<file path="config.mk">
export PLATFORM = sky130hd
export DESIGN_NAME = dnd_front
export DESIGN_NICKNAME = d
export VERILOG_FILES = /design/src/design/dnd_pkg.sv /design/src/design/dnd_front.sv
export SDC_FILE = /design/constraint.sdc
export NUM_CORES = 1
export LEC_CHECK = 0
export BUFFER_PORTS_ARGS = -buffer_cell sky130_fd_sc_hd__buf_2
export CAP_MARGIN = 20
export CORE_ASPECT_RATIO = 2
export CORE_MARGIN = 2
export CORE_UTILIZATION = 51
export DETAILED_ROUTE_END_ITERATION = 8
export HOLD_SLACK_MARGIN = 0.06
export PLACE_DENSITY = 0.78
export REMOVE_ABC_BUFFERS = 1
export SLEW_MARGIN = 0
export SYNTH_ARGS = -nofsm -noshare
export SYNTH_HDL_FRONTEND = slang
export SYNTH_SLANG_ARGS = --single-unit
</file>
<file path="constraint.sdc">
create_clock -name clk -period 2.59 [get_ports clk]
set_input_delay 0.259 -clock clk [delete_from_list [all_inputs] [get_ports clk]]
set_output_delay 0.259 -clock clk [all_outputs]
set_load 0.03 [all_outputs]
</file>
<file path="src/design/dnd_pkg.sv">
// shared types and constants for the dns name decompress unit
`timescale 1ns / 1ps

package dnd_pkg;

  localparam int PACKET_DEPTH_DEF   = 512;
  localparam int MAX_NAME_BYTES_DEF = 255;
  localparam int MAX_JUMPS_DEF      = 63;

  localparam int          PTR_BITS    = 14;
  localparam logic [1:0]  PTR_MARK    = 2'b11;
  localparam int          LANES       = 8;
  localparam int          QUEUE_DEPTH = 2;

  typedef enum logic [1:0] {
    ACT_CLEAR   = 2'd0,
    ACT_APPEND  = 2'd1,
    ACT_EXTRACT = 2'd2
  } action_t;

  typedef enum logic [2:0] {
    ST_IDLE,
    ST_BYTE,
    ST_PTR,
    ST_NAME_RD,
    ST_EMIT,
    ST_ERR
  } back_state_t;

  typedef struct packed {
    action_t     action;
    logic [7:0]  data_byte;
    logic [8:0]  name_offset;
  } cmd_t;

  typedef struct packed {
    logic [63:0] name_chunk;
    logic [3:0]  chunk_bytes;
    logic        last;
    logic        status;
    logic [8:0]  consumed_length;
    logic [7:0]  name_length;
  } res_t;

endpackage

</file>
<file path="src/design/dnd_front.sv">
// front end: accepts input beats, drops unused codes, queues commands
`timescale 1ns / 1ps

module dnd_front (
  input  logic          clk,
  input  logic          rst_n,
  input  logic          push,
  output logic          full,
  input  logic [1:0]    action,
  input  logic [7:0]    data_byte,
  input  logic [8:0]    name_offset,
  output logic          cmd_valid,
  output dnd_pkg::cmd_t cmd,
  input  logic          cmd_pop
);
  import dnd_pkg::*;

  localparam int PW = (QUEUE_DEPTH > 1) ? $clog2(QUEUE_DEPTH) : 1;

  cmd_t          q_r [QUEUE_DEPTH];
  logic [PW-1:0] wr_ptr_r, wr_ptr_nxt;
  logic [PW-1:0] rd_ptr_r, rd_ptr_nxt;
  logic [PW:0]   cnt_r, cnt_nxt;
  logic          known, do_push, do_pop;

  assign full      = (cnt_r == (PW+1)'(QUEUE_DEPTH));
  assign cmd_valid = (cnt_r != '0);
  assign cmd       = q_r[rd_ptr_r];
  assign known     = action inside {ACT_CLEAR, ACT_APPEND, ACT_EXTRACT};
  assign do_push   = push && !full && known;
  assign do_pop    = cmd_pop && cmd_valid;

  always_comb begin
    wr_ptr_nxt = wr_ptr_r;
    rd_ptr_nxt = rd_ptr_r;
    cnt_nxt    = cnt_r;
    if (do_push) begin
      wr_ptr_nxt = (wr_ptr_r == PW'(QUEUE_DEPTH - 1)) ? '0 : wr_ptr_r + PW'(1);
    end
    if (do_pop) begin
      rd_ptr_nxt = (rd_ptr_r == PW'(QUEUE_DEPTH - 1)) ? '0 : rd_ptr_r + PW'(1);
    end
    if (do_push && !do_pop) begin
      cnt_nxt = cnt_r + (PW+1)'(1);
    end else if (!do_push && do_pop) begin
      cnt_nxt = cnt_r - (PW+1)'(1);
    end
  end

  always_ff @(posedge clk) begin
    if (!rst_n) begin
      wr_ptr_r <= '0;
      rd_ptr_r <= '0;
      cnt_r    <= '0;
    end else begin
      wr_ptr_r <= wr_ptr_nxt;
      rd_ptr_r <= rd_ptr_nxt;
      cnt_r    <= cnt_nxt;
    end
  end

  always_ff @(posedge clk) begin
    if (do_push) begin
      q_r[wr_ptr_r] <= '{action: action_t'(action), data_byte: data_byte,
                         name_offset: name_offset};
    end
  end

endmodule

</file>
==> results.json <==
{
  "status": "completed",
  "cap_violations": 0,
  "synth-seq-cells": 43,
  "grt_pass1_vias": 928,
  "cp_max_fo": 11,
  "grt_pass1_wl_mm": 4.18,
  "grt_start_max_net_pins": 20,
  "required_ps": 2330,
  "hold_buffers": 0,
  "clk-insertion-delay-late_ps": 290,
  "yosysWarnings": 0,
  "finalSetupViolCount": 0,
  "synth_area_leaders": "edfxtp_1 70%, mux2_2 13%, dfxtp_1 6.2%, and2_1 1.5%, a211oi_4 1.2%",
  "final_common_cell": "buf_2",
  "arrival_ps": 1700,
  "endpoint_kind": "output pin",
  "drv_slew": 0,
  "firstDrtPassIters": 3,
  "tightest_slew_ps": 473,
  "hold_viol": 0,
  "vdd_drop_max_v": 0.000623,
  "drt_iter0_markers": 11,
  "crit_buf_inv": 2,
  "fmax_ghz": 0.510,
  "p_per_area_mw_per_mm2": 1030,
  "crit_family": "flip-flops",
  "min_period_ps": 1960,
  "clockBufferDepth": 2,
  "drtAntennaViolNets": 0,
  "antenna_found_initial": 0,
  "post-place-ws_ps": 736,
  "post_cts_resized": 0,
  "io_pins": 44,
  "h-tree-depth": 2,
  "grt.overflow.total": 0,
  "synthCells": 84,
  "synthDistinctLibCells": 21,
  "fp.dieW_um": 43.9,
  "yosysSeqAreaShare_pct": 76.6,
  "synth_area_mm2": 0.00162,
  "grt_setup_unrepaired": "no",
  "rows": 29,
  "die_h_um": 83.7,
  "viasPerCell": 5.13,
  "grtUsageTotal_pct": 15.9,
  "crit_path_start_kind": "flip-flop",
  "skew_ps": 4.70,
  "synth.avg_cell_area_um2": 19.3,
  "clock-sinks": 43,
  "drt-wirelength-per-cell_um": 15.0,
  "layout-drive-gt1-share_pct": 54.4,
  "portBuffers": 43,
  "finalCritPeriodShare_pct": 75.8,
  "yosysTopAreaCellShare_pct": 70.4,
  "vias": 856,
  "diodes": 0,
  "hp-start": "data_byte[1]",
  "finalPower_mw": 2.02,
  "cts_root_buf": "clkbuf_8",
  "die_area_mm2": 0.00367,
  "crit_chain": "buf_4 > mux2_2 > buf_2",
  "dp_hpwl_mm": 1.86,
  "power.leakage_nw": 0.754,
  "mostFrequentLayoutCells": "43 x buf_2, 38 x edfxtp_1, 19 x mux2_2",
  "relSlewSlack_pct": 68.5,
  "drt-total-wl_mm": 2.50,
  "fin_tns_setup_ps": 0,
  "post_cts_buffers": 0,
  "slowest_delay_ps": 610,
  "whs_ps": 154,
  "clk_pin_slew_ps": 70,
  "gp_congestion": 0.671,
  "start_util_pct": 52.5,
  "drcViolationCount": 0,
  "nets": 159,
  "hold_class": "in -> reg",
  "cts_buffers": 5,
  "cpMaxStageDelayCell": "dfxtp_1",
  "areaGrowthSynthToFinish_pct": 21.3,
  "synth_largest_area_cell": "edfxtp_1",
  "path_class": "reg -> out",
  "r2r_start": "cnt_r[1]",
  "worst_slack_ps": 628,
  "cts_tree": "yes",
  "core_mm2": 0.00308
}
-- kinds of logic (layout without fill, tap and decap cells) --
logic type	Yosys count	count (layout)	synth area share, %
adders and majority gates	1	1	0.772
AOI/OAI and AO/OA	4	4	2.32
xor gates and xnor gates	3	3	1.62
buffers and inverters	3	55	1.00
and+or+nand+nor	10	10	3.86
muxes	20	20	13.8
DFF	43	43	76.6
-- area by class of cell --
type                       instances  area [um2]
inverter                           1        3.75
clock buffer                       7        76.3
fill                             244        1120
multi-input combinational         38         363
tap                               31        38.8
sequential                        43        1240
timing repair buffer              46         238
clock inverter                     1        5.00
-- final timing paths --
check / to / slack, ps / depth (start not counted)
worst max-delay path: cmd[1] / 630 / 3
worst min-delay path: q_r[0][10] / 150 / 1
worst max register to register: q_r[1][2] / 760 / 4
worst min register to register: wr_ptr_r / 490 / 2
-- cell usage after synthesis --
library cell / n
edfxtp_1: 38
mux2_2: 19
dfxtp_1: 5
and2_1: 4
xnor2_1: 2
a211oi_4: 1
a21boi_1: 1
buf_2: 1
buf_4: 1
ha_1: 1
inv_1: 1
mux2i_1: 1
nand2_1: 1
nand2b_1: 1
nor2b_1: 1
nor2b_2: 1
o21ai_0: 1
o21ai_1: 1
or2_2: 1
or3_1: 1
xor2_1: 1
-- registers in the layout, indices dropped and copies added, names as in the netlist, named ones only --
name and flops:
cnt_r 2, q_r 38, rd_ptr_r 1, wr_ptr_r 1
-- power breakdown --
part           leakage [nW]  switching [mW]  internal (mW)
clock network        0.0422           0.199          0.189
logic                 0.319           0.421          0.276
registers             0.393          0.0614          0.870
total                 0.754           0.681           1.33
-- stage by stage --
| stage | util (%) | instances | cell area [um2] |
|---|---|---|---|
| 3_3_place_gp | 61.1 | 159 | 1880 |
| 3_5_place_dp | 61.1 | 159 | 1880 |
| 2_1_floorplan | - | 82 | 1610 |
| 5_1_grt | 63.7 | 167 | 1970 |
| 4_1_cts | 63.7 | 167 | 1970 |
| 6_report | 63.7 | 167 | 1970 |
-- metal layers --
metal	vias up	track usage (%)	wire, um
met4	0	6.61	42
met3	4	6.93	231
met1	396	17.3	942
met2	40	25.9	1290
met5	-	0	0
li1	416	-	-
No activity file was read; power rests on OpenSTA's default activity.
