$ cat config.mk
export PLATFORM = sky130hd
export DESIGN_NAME = dnd_res_q
export DESIGN_NICKNAME = d
export VERILOG_FILES = /design/src/design/dnd_pkg.sv /design/src/design/dnd_res_q.sv
export SDC_FILE = /design/constraint.sdc
export NUM_CORES = 1
export LEC_CHECK = 0
export ABC_AREA = 1
export BUFFER_PORTS_ARGS = -buffer_cell sky130_fd_sc_hd__buf_2
export CAP_MARGIN = 20
export CORE_ASPECT_RATIO = 1.5
export CORE_MARGIN = 8
export CORE_UTILIZATION = 54
export CTS_BUF_LIST = sky130_fd_sc_hd__clkbuf_4
export CTS_CLUSTER_DIAMETER = 60
export DETAILED_ROUTE_END_ITERATION = 8
export PLACE_DENSITY = 0.82
export SLEW_MARGIN = 20
export SYNTH_ARGS = -nofsm -noshare
export SYNTH_HDL_FRONTEND = slang
export SYNTH_SLANG_ARGS = --single-unit
$ cat constraint.sdc
create_clock -name clk -period 7.6 [get_ports clk]
set_clock_uncertainty 0.1 [all_clocks]
set_input_delay 1.52 -clock clk [delete_from_list [all_inputs] [get_ports clk]]
set_output_delay 1.52 -clock clk [all_outputs]
set_load 0.01 [all_outputs]
$ cat src/design/dnd_pkg.sv
// shared types and constants for the dns name decompress unit
`timescale 1ns / 1ps

package dnd_pkg;

  localparam int PACKET_DEPTH_DEF   = 512;
  localparam int MAX_NAME_BYTES_DEF = 255;
  localparam int MAX_JUMPS_DEF      = 63;

  localparam int          PTR_BITS    = 14;
  localparam logic [1:0]  PTR_MARK    = 2'b11;
  localparam int          LANES       = 8;
  localparam int          QUEUE_DEPTH = 2;

  typedef enum logic [1:0] {
    ACT_CLEAR   = 2'd0,
    ACT_APPEND  = 2'd1,
    ACT_EXTRACT = 2'd2
  } action_t;

  typedef enum logic [2:0] {
    ST_IDLE,
    ST_BYTE,
    ST_PTR,
    ST_NAME_RD,
    ST_EMIT,
    ST_ERR
  } back_state_t;

  typedef struct packed {
    action_t     action;
    logic [7:0]  data_byte;
    logic [8:0]  name_offset;
  } cmd_t;

  typedef struct packed {
    logic [63:0] name_chunk;
    logic [3:0]  chunk_bytes;
    logic        last;
    logic        status;
    logic [8:0]  consumed_length;
    logic [7:0]  name_length;
  } res_t;

endpackage

$ cat src/design/dnd_res_q.sv
// result queue between the walker and the output ports
`timescale 1ns / 1ps

module dnd_res_q (
  input  logic          clk,
  input  logic          rst_n,
  input  logic          push,
  input  dnd_pkg::res_t din,
  output logic          full,
  output logic          empty,
  output dnd_pkg::res_t dout,
  input  logic          pop
);
  import dnd_pkg::*;

  localparam int PW = (QUEUE_DEPTH > 1) ? $clog2(QUEUE_DEPTH) : 1;

  res_t          q_r [QUEUE_DEPTH];
  logic [PW-1:0] wr_ptr_r, wr_ptr_nxt;
  logic [PW-1:0] rd_ptr_r, rd_ptr_nxt;
  logic [PW:0]   cnt_r, cnt_nxt;
  logic          do_push, do_pop;

  assign full    = (cnt_r == (PW+1)'(QUEUE_DEPTH));
  assign empty   = (cnt_r == '0);
  assign dout    = q_r[rd_ptr_r];
  assign do_push = push && !full;
  assign do_pop  = pop && !empty;

  always_comb begin
    wr_ptr_nxt = wr_ptr_r;
    rd_ptr_nxt = rd_ptr_r;
    cnt_nxt    = cnt_r;
    if (do_push) begin
      wr_ptr_nxt = (wr_ptr_r == PW'(QUEUE_DEPTH - 1)) ? '0 : wr_ptr_r + PW'(1);
    end
    if (do_pop) begin
      rd_ptr_nxt = (rd_ptr_r == PW'(QUEUE_DEPTH - 1)) ? '0 : rd_ptr_r + PW'(1);
    end
    if (do_push && !do_pop) begin
      cnt_nxt = cnt_r + (PW+1)'(1);
    end else if (!do_push && do_pop) begin
      cnt_nxt = cnt_r - (PW+1)'(1);
    end
  end

  always_ff @(posedge clk) begin
    if (!rst_n) begin
      wr_ptr_r <= '0;
      rd_ptr_r <= '0;
      cnt_r    <= '0;
    end else begin
      wr_ptr_r <= wr_ptr_nxt;
      rd_ptr_r <= rd_ptr_nxt;
      cnt_r    <= cnt_nxt;
    end
  end

  always_ff @(posedge clk) begin
    if (do_push) begin
      q_r[wr_ptr_r] <= din;
    end
  end

endmodule

==> flow_summary.ini, run 1 <==
[status]
status = finished, final reports clean

[detailed_routing]
drt_pre_antenna_iters = 4
ant_nets = 0
drc = 0
drt-total-wl_um = 12590
routedWlPerCell_um = 18.79
viasPerCell = 5.027
drtIter0Drc = 178
num_vias = 3368

[place]
placement.io_buffers = 179
finalWeightedCongestion = 0.7141
hpwl_um = 8805
dp_cells = 634
dpl_cell_area_um2 = 7687

[yosys]
synth_most_common_cell = edfxtp_1
syn_avg_cell_area_um2 = 21.49
synthesis.area_um2 = 6640
async_reset_ff_share_pct = 0
synth-edff-count = 174
synth_cells = 309
yosysTopAreaCell = edfxtp_1
synthFlopType = edfxtp_1
ys_seq_elements = 179
synth.area.top_cells = edfxtp_1, mux2_2, mux2_4
netlist_top_cells_count = edfxtp_1, mux2_2, mux2_4
yosys_warnings = 0
ys_types = 14
yosysSeqAreaShare_pct = 80.20
synth.net_count = 401
yosysTopAreaCellShare_pct = 78.69

[sta]
fin_crit_sh_pct = 55.29
max_freq_mhz = 238.0
drv_slew = 0
worstMarginPinSlew_ps = 784.9
slew_headroom_pct = 47.12
rsz0062_at_grt = no
setup_violations = 0
fin_setup_tns_ps = 0
hold_viol = 0
period_needed_ps = 4202

[finish]
final_core_util_pct = 67.42
drive_gt1_share_pct = 59.22
nets = 594
instances_no_fill = 670
area_growth_pct = 22.01
fin_area_um2 = 8102

[clock_network]
cts_resized = 0
cts_num_sinks = 179
insertion_delay_ps = 530
htree_levels = 4
post_cts_buffers = 0
cts_root_buffer = clkbuf_4
clkTransAtPathRegs_ps = 130
cts_buffer_depth = 2
cts_hold_buf = 0
cts_tree = done
numCtsBuffers = 17

[worst_setup_path]
slowest_stage = dfxtp_4
critPathMaxStageDelay_ps = 720
crit_required_ps = 5980
cp.arrival_ps = 2580
critPathLaunchType = register
cp-end-kind = primary output
path_max_fanout = 49
worstSetupPathDepth = 3
worstPathBufferInverterCount = 2
r2r_cells = 4
worstPathCellList = buf_4, mux2_2, buf_2
crit_type = reg -> out
crit_family = buffers and inverters

[global_routing]
grt_pass1_wl_um = 19000
grt_max_degree = 50
grt_usage_pct = 15.57
antenna_found_initial = 4
grt_pass1_vias = 3702
grt_overflow = 0

[die]
boundaryPins = 180
initial_core_util_pct = 55.26
die_h_um = 151.8
fp.dieW_um = 106.5
core_area_um2 = 12020
num_rows = 49
dieArea_um2 = 16170

[worst_hold_path]
hold_path_depth = 2
hp-class = reg -> reg

[power]
p_leak_uw = 0.003111
total_power_uw = 2527
vdd_ir_drop_max_v = 0.0002348
power_density_nw_per_um2 = 311.9

[run]
cap_violations = 0
cells in the final DEF, fill, tap and decap left out, types with 3 or more instances in the layout:
master and instances:
o21ai_0 3, dfxtp_1 4, edfxtp_1 174, mux2_4 30, inv_1 9, nor2_1 9
mux2_2 57, inv_6 3, clkbuf_4 17, buf_4 3, nand2_1 6, bufinv_16 5
buf_2 179
report_power, final:
group	internal [uW]	switching, uW	total, uW	leakage, uW
Clock	298	310	608	0.000186
Sequential	1250	59.6	1310	0.00166
Combinational	296	316	613	0.00126
Total	1840	686	2530	0.00311
per-stage QoR:
step           hold slack, ps  worst slack, ps
3_5_place_dp            382.7             3573
2_1_floorplan           366.9             1666
5_1_grt                 448.1             3209
6_report                410.1             3398
3_3_place_gp            384.9             3661
4_1_cts                 414.4             3304
registers in the layout (all words and copies together), names as in the netlist, named ones only:
signal / count
q_r: 174
cnt_r: 2
rd_ptr_r: 1
wr_ptr_r: 1
worst register-to-register path, cell delays in order (launching register included):
cell and delay (ps):
dfxtp_1 440, o21ai_0 320, nor2_4 610, buf_16 240, buf_4 530
worst paths after layout:
path | start | end | slack, ps
setup reg to reg | cnt_r[0] | q_r[1][74] | 4980
hold / removal | rd_ptr_r | register | 410
setup / recovery | register | dout[74] | 3400
hold reg to reg | rd_ptr_r | register | 410
routing by layer:
| layer | vias up | track usage (%) | part of all wire (%) |
|---|---|---|---|
| met1 | 1623 | 15.67 | 36 |
| met5 | - | 0 | 0.21 |
| met2 | 121 | 27.57 | 55 |
| li1 | 1595 | - | - |
| met4 | 4 | 6.532 | 2.3 |
| met3 | 25 | 6.139 | 6.1 |
cells by family after synthesis:
family	count (synthesis)	share of synthesized area, %
DFF	179	80.20
muxes	87	16.45
buffers and inverters	19	1.733
and+or+nand+nor	19	1.131
AOI/OAI and AO/OA	4	0.3014
adders and majority gates	1	0.1884
layout make-up:
type | instances | area [um2]
Sequential cell | 179 | 5329
Clock inverter | 15 | 226.5
Tap cell | 153 | 191.4
Fill cell | 827 | 3915
Clock buffer | 17 | 127.6
Timing Repair Buffer | 184 | 973.4
Inverter | 9 | 33.78
Multi-Input combinational cell | 111 | 1215
Antenna cell | 2 | 5.005
Power figures use the tool's default switching activity.
==> inputs of run 2 (changes only) <==
- clock period: 7.6 -> 4.25 ns (I/O delays scaled with it)
==> flow_summary.ini, run 2 (synthesis results as in run 1) <==
[sta]
worstMarginPinSlew_ps = 860.6
slew_headroom_pct = 42.02
hold_viol = 0
max_freq_mhz = 315.2
period_needed_ps = 3172
rsz0062_at_grt = no
setup_violations = 0
fin_crit_sh_pct = 74.64
hold_ws_ps = 407.2
drv_slew = 0

[finish]
drive_gt1_share_pct = 59.11
final_core_util_pct = 66.90
nets = 595
final_cell_mix = buf_2, edfxtp_1, mux2_2, mux2_4, clkbuf_4
area_growth_pct = 21.07
reg_top3 = q_r: 174 flops, cnt_r: 2 flops
top_register = q_r
largest_reg_flops = 174
final_common_cell = buf_2

[place]
placement.io_buffers = 179
finalWeightedCongestion = 0.7451
hpwl_um = 9061

[die]
num_rows = 49
core_area_um2 = 12020
boundaryPins = 180
dieArea_um2 = 16170
initial_core_util_pct = 55.26
fp.dieW_um = 106.5
die_h_um = 151.8

[clock_network]
numCtsBuffers = 17
insertion_delay_ps = 510
cts_root_buffer = clkbuf_4
cts_resized = 0
post_cts_buffers = 0
cts_buffer_depth = 2
cts_num_sinks = 179
clkTransAtPathRegs_ps = 150
htree_levels = 4
cts_tree = done
cts_hold_buf = 0

[global_routing]
antenna_found_initial = 5
grt_pass1_wl_um = 19530
grt_max_degree = 60
grt_usage_pct = 15.87
grt_overflow = 0
grt_pass1_vias = 3904

[power]
p_leak_uw = 0.003085
vdd_ir_drop_max_v = 0.0004107
power_density_nw_per_um2 = 549.3

[detailed_routing]
routedWlPerCell_um = 18.99
drc = 0
ant_nets = 0
num_vias = 3440
drtIter0Drc = 165
drt_pre_antenna_iters = 4
viasPerCell = 5.119
drt-total-wl_um = 12760

[worst_hold_path]
hold_path_depth = 1
hp-start = din[55]
hp-class = in -> reg
whs_endpoint = q_r[1][55]

[run]
cap_violations = 0

[worst_setup_path]
crit_required_ps = 3300
crit_type = reg -> out
cp-end-kind = primary output
r2r_cells = 9
path_max_fanout = 49
worstReg2RegEnd = cnt_r[1]
critPathLaunchType = register
regToRegSetupSlack_ps = 1970
cp.arrival_ps = 2220
r2r-start = cnt_r[1]

[status]
status = finished, final reports clean
-- run 2: metal layers --
| layer | track usage (%) | wire length [um] | vias to the layer above |
|---|---|---|---|
| met3 | 5.970 | 914 | 33 |
| met2 | 29.04 | 7090 | 121 |
| met5 | 0 | 17 | - |
| met4 | 8.081 | 391 | 4 |
| met1 | 14.69 | 4346 | 1685 |
| li1 | - | - | 1597 |
-- run 2: stage by stage --
stage | power [uW] | instances | instance area [um2] | TNS, ps | setup slack [ps]
after floorplan | 3084 | 309 | 6640 | -176520 | -1014
after global placement | 3451 | 637 | 7722 | 0 | 1598
after detailed placement | 3495 | 637 | 7722 | 0 | 1588
after CTS | 4468 | 669 | 8031 | 0 | 979.8
after global routing | 4617 | 672 | 8039 | 0 | 895.4
final | 4416 | 672 | 8039 | 0 | 1078
-- run 2: layout make-up --
cell class              count  area, um2
inverters                   9      33.78
repair buffers            185      953.4
clock inverters            15      181.4
multi-input cells         111       1215
diodes                      3      7.507
clock buffers              17      127.6
well taps                 153      191.4
fillers                   844       3978
flip-flops and latches    179       5329
-- run 2: worst max path at each step --
stage                 to  slack (ps)  depth (start not counted)
2_1_floorplan  q_r[0][0]       -1010                          2
3_3_place_gp    dout[72]        1600                          3
3_5_place_dp    dout[17]        1590                          3
4_1_cts         dout[17]         980                          3
5_1_grt         dout[17]         900                          3
6_report        dout[15]        1080                          3
-- run 2: worst max-delay path, cell delays in order, from the launching register on --
cell	delay, ps
dfxtp_4	790
buf_12	360
mux2_2	380
buf_2	140
-- run 2: power breakdown --
group / internal, uW / total, uW / switching (uW) / leakage, uW
Combinational: 523 / 1090 / 571 / 0.00125
Sequential: 2230 / 2340 / 111 / 0.00166
Clock: 417 / 982 / 565 / 0.000165
